**config.mk**
```make
export PLATFORM = sky130hd
export DESIGN_NAME = gb_lane
export DESIGN_NICKNAME = d
export VERILOG_FILES = /design/src/sv/gb_pkg.sv /design/src/sv/gb_lane.sv
export SDC_FILE = /design/constraint.sdc
export NUM_CORES = 1
export LEC_CHECK = 0
export BUFFER_PORTS_ARGS = -buffer_cell sky130_fd_sc_hd__buf_2
export CAP_MARGIN = 40
export CORE_MARGIN = 8
export CORE_UTILIZATION = 40
export DETAILED_ROUTE_END_ITERATION = 10
export GPL_ROUTABILITY_DRIVEN = 0
export PLACE_DENSITY = 0.58
export SLEW_MARGIN = 30
export SYNTH_ARGS = -nofsm -noshare
export SYNTH_HDL_FRONTEND = slang
export SYNTH_SLANG_ARGS = --single-unit
```
**constraint.sdc**
```tcl
create_clock -name clk -period 7.2 [get_ports clk]
set_clock_uncertainty 0.1 [all_clocks]
set_input_delay 1.44 -clock clk [delete_from_list [all_inputs] [get_ports clk]]
set_output_delay 1.44 -clock clk [all_outputs]
set_load 0.005 [all_outputs]
```
**src/sv/gb_pkg.sv**
```systemverilog
// gb_pkg: shared types, constants and kernel weights for the 5x5 Gaussian blur.
// Used by gb_linebuf, gb_lane and gaussian_blur_5x5_rgb. No dependencies.

package gb_pkg;

	// Default geometry limits
	localparam int MAX_WIDTH_DEF  = 2048;
	localparam int MAX_HEIGHT_DEF = 4096;

	// Register reset values
	localparam int RESET_WIDTH  = 640;
	localparam int RESET_HEIGHT = 480;

	// Configuration port
	localparam int CFG_IDX_W  = 8;
	localparam int CFG_DATA_W = 16;
	localparam logic [CFG_IDX_W-1:0] REG_WIDTH  = CFG_IDX_W'(0);
	localparam logic [CFG_IDX_W-1:0] REG_HEIGHT = CFG_IDX_W'(1);

	// Field widths
	localparam int IMG_W_W   = 12;
	localparam int IMG_H_W   = 13;
	localparam int OUT_COL_W = 11;
	localparam int OUT_ROW_W = 12;
	localparam int CH_W      = 8;
	localparam int NUM_CH    = 3;
	localparam int PIX_W     = NUM_CH * CH_W;
	localparam int KSIZE     = 5;

	// Kernel weights (scaled by 1000), grouped by symmetry class
	localparam int WT_CORNER = 3;    // four corners
	localparam int WT_EDGE1  = 13;   // eight outer ring, next to corners
	localparam int WT_EDGE2  = 22;   // four outer ring, middle
	localparam int WT_INNER1 = 59;   // four inner diagonals
	localparam int WT_INNER2 = 97;   // four inner orthogonals
	localparam int WT_CENTER = 159;  // center tap

	// Lane arithmetic widths
	localparam int G4_W  = CH_W + 2;   // sum of four bytes
	localparam int G8_W  = CH_W + 3;   // sum of eight bytes
	localparam int SUM_W = 18;         // max 987*255 = 251685

	// floor(x/1000) = (x * RECIP_M) >> RECIP_SH, exact for x < 2^SUM_W
	localparam int RECIP_SH = 28;
	localparam int RECIP_W  = 19;
	localparam logic [RECIP_W-1:0] RECIP_M = RECIP_W'(268436);
	localparam int PROD_W = SUM_W + RECIP_W;

	typedef logic [CH_W-1:0]  chan_t;
	typedef logic [PIX_W-1:0] pix_t;
	typedef logic [KSIZE-1:0][KSIZE-1:0][CH_W-1:0] win8_t;

	// Stage enables handed to the channel lanes
	typedef struct packed {
		logic en3;
		logic en4;
	} lane_ctl_t;

endpackage

```
**src/sv/gb_lane.sv**
```systemverilog
// gb_lane: 5x5 Gaussian convolution of one color channel, two register stages,
// then reciprocal divide by 1000. Depends on gb_pkg.

module gb_lane (
	input  logic              clk,
	input  gb_pkg::lane_ctl_t ctl,
	input  gb_pkg::win8_t     win,
	output gb_pkg::chan_t     q
);
	import gb_pkg::*;

	logic [G4_W-1:0]   g3_s3, g22_s3, g59_s3, g97_s3;
	logic [G8_W-1:0]   g13_s3;
	chan_t             c_s3;
	logic [SUM_W-1:0]  sum_s4;
	logic [PROD_W-1:0] prod;

	// Stage 3: fold taps that share a weight
	always_ff @(posedge clk) begin
		if (ctl.en3) begin
			g3_s3  <= G4_W'(win[0][0]) + G4_W'(win[0][4]) + G4_W'(win[4][0]) + G4_W'(win[4][4]);
			g13_s3 <= G8_W'(win[0][1]) + G8_W'(win[0][3]) + G8_W'(win[1][0]) + G8_W'(win[1][4])
			        + G8_W'(win[3][0]) + G8_W'(win[3][4]) + G8_W'(win[4][1]) + G8_W'(win[4][3]);
			g22_s3 <= G4_W'(win[0][2]) + G4_W'(win[2][0]) + G4_W'(win[2][4]) + G4_W'(win[4][2]);
			g59_s3 <= G4_W'(win[1][1]) + G4_W'(win[1][3]) + G4_W'(win[3][1]) + G4_W'(win[3][3]);
			g97_s3 <= G4_W'(win[1][2]) + G4_W'(win[2][1]) + G4_W'(win[2][3]) + G4_W'(win[3][2]);
			c_s3   <= win[2][2];
		end
	end

	// Stage 4: weighted sum, constant multiplies only
	always_ff @(posedge clk) begin
		if (ctl.en4) begin
			sum_s4 <= SUM_W'(g3_s3)  * SUM_W'(WT_CORNER)
			        + SUM_W'(g13_s3) * SUM_W'(WT_EDGE1)
			        + SUM_W'(g22_s3) * SUM_W'(WT_EDGE2)
			        + SUM_W'(g59_s3) * SUM_W'(WT_INNER1)
			        + SUM_W'(g97_s3) * SUM_W'(WT_INNER2)
			        + SUM_W'(c_s3)   * SUM_W'(WT_CENTER);
		end
	end

	// floor(sum / 1000) by reciprocal multiply; result is at most 251
	assign prod = PROD_W'(sum_s4) * PROD_W'(RECIP_M);
	assign q    = prod[RECIP_SH +: CH_W];

endmodule

```
==> results of run 1 <==
## registers in the layout, summed over array words and instances (netlist names)
register / flops
g97_s3: 10
g22_s3: 10
sum_s4: 18
g59_s3: 10
c_s3: 8
g13_s3: 11
g3_s3: 10
## worst paths after layout
kind / start / to / slack [ns] / cells past startpoint
setup / recovery: sum_s4[10]$_DFFE_PP_ / q[6] / 0.58 / 19
hold / removal: g3_s3[0]$_DFFE_PP_ / sum_s4[0]$_DFFE_PP_ / 0.79 / 2
setup reg to reg: g22_s3[3]$_DFFE_PP_ / sum_s4[15]$_DFFE_PP_ / 0.67 / 23
hold reg to reg: g3_s3[0]$_DFFE_PP_ / sum_s4[0]$_DFFE_PP_ / 0.79 / 2
## metal layers
layer	up-vias	routed length, um	GRT usage (%)	share of wire [%]
met5	-	0	0	0
met1	5127	14400	17.7	44
li1	5142	-	-	-
met4	0	592	3.45	1.8
met3	26	796	1.74	2.4
met2	132	17200	25.9	52
## kinds of logic after synthesis
kind of cell	Yosys count	synth area share [%]
compound gates	148	5.95
xor+xnor	54	2.82
fa+ha+maj	655	63.4
buf+inv	495	11.3
flops	77	13.8
mux	1	0.0597
simple gates	94	2.77
## placed cells by master (no fill, tap or decap), types with 2 or more instances in the layout
cell type and instances:
a211oi_1 2, nor2_1 28, a21oi_2 5, nand2b_1 7
and4_1 3, a31oi_1 2, o21bai_1 4, o221ai_2 2
edfxtp_1 77, clkinvlp_4 2, a21boi_0 2, clkbuf_16 9
a21oi_1 40, xor2_1 24, a21o_1 28, a21boi_1 5
nand2_1 23, o21a_1 5, ha_1 331, buf_2 210
o21ai_1 13, bufinv_16 3, o31a_1 2, o21ai_0 22
xnor2_1 30, o311ai_1 4, nand4_1 5, inv_1 487
nor2b_1 7, nor3_1 9, fa_1 324, and3_1 6
## cell type report
type | instances | area, sq um | share of cell area [%]
multi-input combinational | 952 | 12600 | 66.9
sequential | 77 | 2310 | 12.3
inverter | 487 | 1830 | 9.73
timing repair buffer | 211 | 1060 | 5.63
tap | 539 | 674 | 3.59
clock buffer | 9 | 225 | 1.20
clock inverter | 7 | 114 | 0.606
## metrics by stage
step	setup WS, ns	util [%]	instances	hold WS, ns	instance area, sq um
after global placement	0.795	44.3	2266	0.809	18400
after global routing	0.255	45.1	2282	0.826	18800
after detailed placement	0.691	44.3	2266	0.806	18400
final	0.577	45.1	2282	0.794	18800
after floorplan	1.12	-	1524	0.605	16800
after CTS	0.490	45.1	2282	0.833	18800
## worst max-delay path, delay by kind of cell, from the launching register on
kind,cells,cell delay (ns)
buf+inv,5,0.32
fa+ha+maj,7,2.56
xor+xnor,1,0.12
flops,1,0.57
compound gates,6,1.16
==> metrics, run 1 <==
run status=complete, no violations; gr ovfl total=0; CTS H-Tree Depth=3; first drt pass iteration count=4; YS warnings=0; area of the mapped netlist=16800 sq um; startpoint class of the critical path=flop; layout-stage area growth over the synthesis result=12.0%; number of nets at the end of the flow=2596; post-detail-place hpwl=30700 um; number of antenna violations at the first check in global routing=0; CTS clock-pin slew for the worst setup and hold paths=0.06 ns; clock buffer depth=2; vias per std cell=4.57; initial core utilization=40.3%; Chip Width=221 um; drc violations=0; Final min period=6.62 ns; number of gates resized after cts=0; via count of the routed design=10400; largest net degree at the start of global routing=60; fraction of post-synthesis cell area in the top cell type by area=38.7%; clock tree from TritonCTS=done; Post-Syn Area per Cell=11.0 sq um; commonest cells in the netlist=inv_1, ha_1, fa_1; Post-Synthesis Cells=1524; slew at the pin with the worst max-slew slack=0.766 ns; hold buffer count at cts=0; Critical Path AT=5.08 ns; Post-synth top flop=edfxtp_1; CP Cell Sequence=ha_1, ha_1, inv_1, fa_1, inv_1, fa_1, inv_1, fa_1, inv_1, ha_1, ha_1, a21o_1, a21o_1, a211oi_1, o31a_1, o221ai_2, a21oi_2, xnor2_1, buf_2; critical path capture point type=output port; area of the core=41700 sq um; number of buffers inserted by port buffering=210; fraction of layout cells with a size suffix above 1=13.8%; max cap viols=0; Crit-path slowest cell=edfxtp_1; number of failing hold endpoints at the final stage=0; number of register bits inferred by synthesis=77; ys async rst share=0%; number of setup buffers added after CTS=0; GRT Resource Usage Total=14.2%; die extent in y=221 um; count of routing violations after the opening detailed-route iteration=244; first-pass GRT wire length=55300 um; cell with the most instances after synthesis=inv_1; setup violation total in the final timing report=0; antenna diode count=0; # rows=75; clock tree root buffer cell=clkbuf_16; setup repair after global routing missed its margin=no; class of the tightest hold or removal check=reg -> reg; DR WL/cell=14.4 um; routed wire length=33000 um; Worst Path Max Fanout=6; library cells used by synthesis=48; sinks on the clock net=77; category of the critical setup timing path=reg -> out; register area share after synthesis=13.8%; data required time of the worst path=5.66 ns; number of buffers inserted during clock tree synthesis=9; most area-consuming cells after synthesis=fa_1, ha_1, edfxtp_1; setup_tns=0 ns; floorplan die area=48700 sq um; worst slew slack as a fraction of its limit=48.9%; highest attainable clock frequency=151 MHz; remaining antenna violation count after routing=0; number of placed I/O pins=211; final count of pins violating max slew=0; clock insertion delay at the later pin of the skew report=0.35 ns; largest area contributor in the synthesized netlist=fa_1; via count of the first global-routing pass=11900; count of fill cells added during filler insertion=4037; final period utilization=92.0%; critical path's largest stage delay=0.57 ns; synthesized net count=2382; number of flops mapped to enable cells by yosys=77
Power of run 1 is left out: the tool's default activity adds up to more than one toggle a clock period on the data nets, which glitch-free logic cannot reach.
==> run 2: changes to the inputs <==
ABC_AREA = 1   (was not set)
PLACE_DENSITY = 0.57   (was 0.58)
==> run 2 against run 1 <==
Core utilization down 0.27 points. Fmax grew 5.1%. Non-clock buffer count did not move. Final area rose by 5.0%.
==> metrics, run 2 <==
largest area contributor in the synthesized netlist=fa_1; reg-to-reg critical path startpoint=g22_s3[4]$_DFFE_PP_; crit path buf inv count=5 (unchanged); cell repeated most along the worst path=nand2_1; number of gates resized after cts=0 (unchanged); setup violation total in the final timing report=0 (unchanged); critical path's largest stage delay=0.59 ns (+0.02 ns); CP top delay family=adder cells; synthesized net count=2682 (+13%); max cap viols=0 (unchanged); Top reg by flops=sum_s4; GRT Resource Usage Total=15.0% (+0.84 points); floorplan die area=51300 sq um (+5.3%); Critical Path AT=4.76 ns (-0.32 ns); Post-synth top flop=edfxtp_1; area of the mapped netlist=17700 sq um (+5.7%); first drt pass iteration count=5 (+1); number of placed I/O pins=211 (unchanged); hold buffer count at cts=0 (unchanged); number of antenna violations at the first check in global routing=1 (+1); ys async rst share=0% (unchanged); number of register bits inferred by synthesis=77 (unchanged); CP Cell Sequence=ha_1, inv_1, fa_1, inv_1, fa_1, inv_1, fa_1, inv_1, fa_1, ha_1, nand2_1, nand2_1, nand2_1, nand3_1, nand2_1, nand2_1, a21oi_1, nand2_1, nand2_1, nand2_1, buf_2; Worst Path Max Fanout=9 (+3); via count of the routed design=11900 (+15%); core utilization of the finished layout=44.8% (-0.27 points); clock buffer depth=2 (unchanged); depth of the most critical reg-to-reg path=22 (-4.3%); internal reg-to-reg setup slack=1.31 ns (+0.64 ns); # rows=77 (+2.7%); CTS H-Tree Depth=3 (unchanged); number of nets at the end of the flow=2896 (+12%); final count of pins violating max slew=0 (unchanged); worst slew slack as a fraction of its limit=50.2% (+1.3 points); antenna diode count=0 (unchanged); clock insertion delay at the later pin of the skew report=0.35 ns (about the same); Post-Syn Area per Cell=9.72 sq um (-12%); cell with the most instances after synthesis=inv_1; drc violations=0 (unchanged); commonest cells after routing, fill and taps aside=inv_1, ha_1, fa_1; fraction of layout cells with a size suffix above 1=11.3% (-2.5 points); hold path endpoint=sum_s4[0]$_DFFE_PP_; class of the tightest hold or removal check=reg -> reg; Final min period=6.30 ns (-0.322 ns); max FFs per register=18 (unchanged); post-detail-place hpwl=34700 um (+13%); number of setup buffers added after CTS=0 (unchanged); area of the core=44000 sq um (+5.7%); die extent in y=227 um (+2.6%); YS warnings=0 (unchanged); setup repair after global routing missed its margin=no; number of buffers inserted during clock tree synthesis=9 (unchanged); gr ovfl total=0 (unchanged); layout-stage area growth over the synthesis result=11.3%; commonest non-fill, non-tap cell in the layout=inv_1; clock tree root buffer cell=clkbuf_16; data required time of the worst path=5.66 ns (about the same); register area share after synthesis=13.0% (-0.74 points); via count of the first global-routing pass=13600 (+14%); largest registers in the final layout=sum_s4 x18, g13_s3 x11; count of routing violations after the opening detailed-route iteration=361 (+48%); Worst Hold Path Cells=2 (unchanged); highest attainable clock frequency=159 MHz (+5.1%); startpoint class of the critical path=flop; most area-consuming cells after synthesis=fa_1, ha_1, edfxtp_1; initial core utilization=40.3% (about the same); Crit-path slowest cell=edfxtp_1; count of fill cells added during filler insertion=4285 (+6.1%); routed wire length=36900 um (+12%); end of the worst register-to-register path=sum_s4[12]$_DFFE_PP_; Chip Width=227 um (+2.6%); vias per std cell=4.53 (-0.77%); library cells used by synthesis=29 (-40%); CTS clock-pin slew for the worst setup and hold paths=0.07 ns (about the same); fraction of post-synthesis cell area in the top cell type by area=36.6% (-2.1 points); number of buffers inserted by port buffering=210 (unchanged); number of flops mapped to enable cells by yosys=77 (unchanged); slew at the pin with the worst max-slew slack=0.747 ns (-0.0193 ns); number of cells in the finished layout apart from fillers=2635 (+15%); category of the critical setup timing path=reg -> out; largest net degree at the start of global routing=60 (unchanged); final-layout worst hold slack=0.758 ns (-0.0358 ns); Post-Synthesis Cells=1824 (+20%); final period utilization=87.5% (-4.5 points); run status=complete, no violations; clock tree from TritonCTS=done; placed cell count=2619 (+16%); remaining antenna violation count after routing=0 (unchanged); commonest cells in the netlist=inv_1, ha_1, fa_1; number of failing hold endpoints at the final stage=0 (unchanged); setup_tns=0 ns (unchanged); DR WL/cell=14.0 um (-3.0%); worst hold path startpoint=g3_s3[0]$_DFFE_PP_; first-pass GRT wire length=62700 um (+13%); sinks on the clock net=77 (unchanged); critical path capture point type=output port
[run 2: routing by layer]
metal | GRT usage (%) | wire (um)
met1 | 18.3 | 16000
met3 | 1.59 | 812
met2 | 27.8 | 19200
met5 | 0 | 8
met4 | 4.27 | 853
[run 2: how the worst max path moves through the flow]
stage | startpoint | end | slack (ns) | cells after the start
after floorplan | sum_s4[6]$_DFFE_PP_ | q[5] | 1.64 | 20
after global placement | sum_s4[10]$_DFFE_PP_ | q[3] | 1.32 | 22
after detailed placement | sum_s4[10]$_DFFE_PP_ | q[3] | 1.26 | 22
after CTS | sum_s4[10]$_DFFE_PP_ | q[3] | 0.87 | 22
after global routing | sum_s4[16]$_DFFE_PP_ | q[2] | 0.64 | 19
final | sum_s4[16]$_DFFE_PP_ | q[7] | 0.90 | 21
[run 2: cell families after synthesis]
| logic type | count (synthesis) | share of synthesized area [%] |
|---|---|---|
| adders and majority gates | 655 | 59.9 |
| buffers and inverters | 559 | 12.0 |
| DFF | 77 | 13.0 |
| and+or+nand+nor | 347 | 8.22 |
| xor gates and xnor gates | 54 | 2.67 |
| AOI/OAI and AO/OA | 132 | 4.12 |
[run 2: worst reg2reg max path: stages (launching register included)]
cell and delay [ns]:
edfxtp_1 0.45, ha_1 0.31, inv_1 0.04, fa_1 0.47, inv_1 0.04, ha_1 0.33, a21oi_1 0.22, o21ai_0 0.15
a21oi_1 0.17, xor2_1 0.26, fa_1 0.43, inv_1 0.08, fa_1 0.44, fa_1 0.54, inv_1 0.05, fa_1 0.47
inv_1 0.04, ha_1 0.33, a21oi_1 0.23, o21bai_1 0.12, a21oi_1 0.13, nand2_1 0.08, xor2_1 0.14
[run 2: area by class of cell]
type / count / area, sq um / share of cell area, %
clock inverters: 6 / 38.8 / 0.197
inverters: 551 / 2070 / 10.5
well taps: 592 / 741 / 3.75
repair buffers: 211 / 1060 / 5.36
clock buffers: 10 / 229 / 1.16
flip-flops and latches: 77 / 2310 / 11.7
multi-input cells: 1188 / 13300 / 67.3
[run 2: through the flow]
| stage | worst slack (ns) | instance area [sq um] |
|---|---|---|
| after detailed placement | 1.26 | 19500 |
| after global placement | 1.32 | 19500 |
| after floorplan | 1.64 | 17700 |
| after global routing | 0.645 | 19700 |
| final | 0.900 | 19700 |
| after CTS | 0.866 | 19700 |
Power of run 2 is left out for the same reason.
==> run 3: changes to the inputs <==
CTS_BUF_LIST = sky130_fd_sc_hd__clkbuf_8 sky130_fd_sc_hd__clkbuf_16   (was not set)
==> run 3 against run 2 <==
Fmax is 0.15% higher. Clock-buffer cell count is 1 lower. Highest routed layer unchanged. Critical path depth stayed put. Hold slack better by 0.00089 ns. Via count hardly changed.
==> metrics, run 3 (synthesis gave the netlist of run 2 again) <==
count of routing violations after the opening detailed-route iteration=361 (unchanged); GRT Resource Usage Total=15.0% (unchanged); number of gates resized after cts=0 (unchanged); sinks on the clock net=77 (unchanged); class of the tightest hold or removal check=reg -> reg; initial core utilization=40.3% (unchanged); startpoint class of the critical path=flop; placed cell count=2619 (unchanged); first-pass GRT wire length=62700 um (unchanged); fraction of layout cells with a size suffix above 1=11.3% (unchanged); Critical Path AT=4.75 ns (about the same); worst slew slack as a fraction of its limit=50.2% (about the same); Worst Hold Path Cells=2 (unchanged); floorplan die area=51300 sq um (unchanged); data required time of the worst path=5.66 ns (about the same); final count of pins violating max slew=0 (unchanged); clock tree root buffer cell=clkbuf_16; number of nets at the end of the flow=2896 (unchanged); reg-to-reg critical path startpoint=g22_s3[4]$_DFFE_PP_; drc violations=0 (unchanged); max cap viols=0 (unchanged); number of placed I/O pins=211 (unchanged); largest net degree at the start of global routing=60 (unchanged); clock buffer depth=2 (unchanged); setup_tns=0 ns (unchanged); die extent in y=227 um (unchanged); area of the core=44000 sq um (unchanged); setup repair after global routing missed its margin=no; Top reg by flops=sum_s4; slew at the pin with the worst max-slew slack=0.747 ns (+0.000150 ns); number of antenna violations at the first check in global routing=1 (unchanged); cell repeated most along the worst path=nand2_1; number of setup buffers added after CTS=0 (unchanged); critical path's largest stage delay=0.59 ns (about the same); via count of the routed design=11900 (-0.042%); Setup Slack @ Placement=1.26 ns (unchanged); Crit-path slowest cell=edfxtp_1; antenna diode count=0 (unchanged); # rows=77 (unchanged); depth of the most critical reg-to-reg path=22 (unchanged); Final min period=6.29 ns (-0.00938 ns); final period utilization=87.4% (-0.13 points); hold buffer count at cts=0 (unchanged); Chip Width=227 um (unchanged); highest attainable clock frequency=159 MHz (+0.15%); routed wire length=36900 um (about the same); internal reg-to-reg setup slack=1.31 ns (about the same); remaining antenna violation count after routing=0 (unchanged); max FFs per register=18 (unchanged); CP Cell Sequence=ha_1, inv_1, fa_1, inv_1, fa_1, inv_1, fa_1, inv_1, fa_1, ha_1, nand2_1, nand2_1, nand2_1, nand3_1, nand2_1, nand2_1, a21oi_1, nand2_1, nand2_1, nand2_1, buf_2; clock insertion delay at the later pin of the skew report=0.35 ns (about the same); post-detail-place hpwl=34700 um (unchanged); category of the critical setup timing path=reg -> out; vias per std cell=4.53 (about the same); Worst Path Max Fanout=9 (unchanged); number of failing hold endpoints at the final stage=0 (unchanged); worst setup margin=0.909 ns (+0.00938 ns); gr ovfl total=0 (unchanged); CTS H-Tree Depth=3 (unchanged); CTS clock-pin slew for the worst setup and hold paths=0.07 ns (about the same); number of buffers inserted by port buffering=210 (unchanged); end of the worst register-to-register path=sum_s4[12]$_DFFE_PP_; commonest cells after routing, fill and taps aside=inv_1, ha_1, fa_1; via count of the first global-routing pass=13600 (unchanged); DR WL/cell=14.0 um (about the same); layout-stage area growth over the synthesis result=11.3% (unchanged); largest registers in the final layout=sum_s4 x18, g13_s3 x11; clock tree from TritonCTS=done; critical path capture point type=output port; number of buffers inserted during clock tree synthesis=9 (unchanged); number of cells in the finished layout apart from fillers=2635 (unchanged); first drt pass iteration count=4 (-1); hold path endpoint=sum_s4[0]$_DFFE_PP_; worst hold path startpoint=g3_s3[0]$_DFFE_PP_; setup violation total in the final timing report=0 (unchanged); commonest non-fill, non-tap cell in the layout=inv_1; run status=complete, no violations
==> run 3: worst max path at each step <==
stage,startpoint,endpoint,slack [ns],cells past startpoint
after CTS,sum_s4[10]$_DFFE_PP_,q[3],0.87,22
final,sum_s4[16]$_DFFE_PP_,q[7],0.91,21
after global routing,sum_s4[16]$_DFFE_PP_,q[2],0.64,19
after global placement,sum_s4[10]$_DFFE_PP_,q[3],1.32,22
after floorplan,sum_s4[6]$_DFFE_PP_,q[5],1.64,20
after detailed placement,sum_s4[10]$_DFFE_PP_,q[3],1.26,22
==> run 3: worst max-delay path: cells and delay by family (launching register included) <==
kind | cells | cell delay [ns]
simple gates | 9 | 0.64
fa+ha+maj | 6 | 2.62
compound gates | 1 | 0.24
buf+inv | 5 | 0.32
flops | 1 | 0.59
==> run 3: layout make-up <==
class / instances / area [sq um]
Sequential cell: 77 / 2310
Timing Repair Buffer: 211 / 1060
Clock inverter: 7 / 42.5
Fill cell: 4285 / 24300
Multi-Input combinational cell: 1188 / 13300
Tap cell: 592 / 741
Inverter: 551 / 2070
Clock buffer: 9 / 225
==> run 3: stage by stage <==
step | hold slack (ns) | area [sq um] | util (%)
after floorplan | 0.605 | 17700 | -
after global placement | 0.765 | 19500 | 44.2
after detailed placement | 0.753 | 19500 | 44.2
after CTS | 0.773 | 19700 | 44.8
after global routing | 0.802 | 19700 | 44.8
final | 0.759 | 19700 | 44.8
==> run 3: routing by layer <==
layer / wire length (um) / GRT usage, %
met5: 8 / 0
met4: 848 / 4.27
met3: 837 / 1.59
met2: 19200 / 27.8
met1: 16000 / 18.3
Power of run 3 is left out for the same reason.
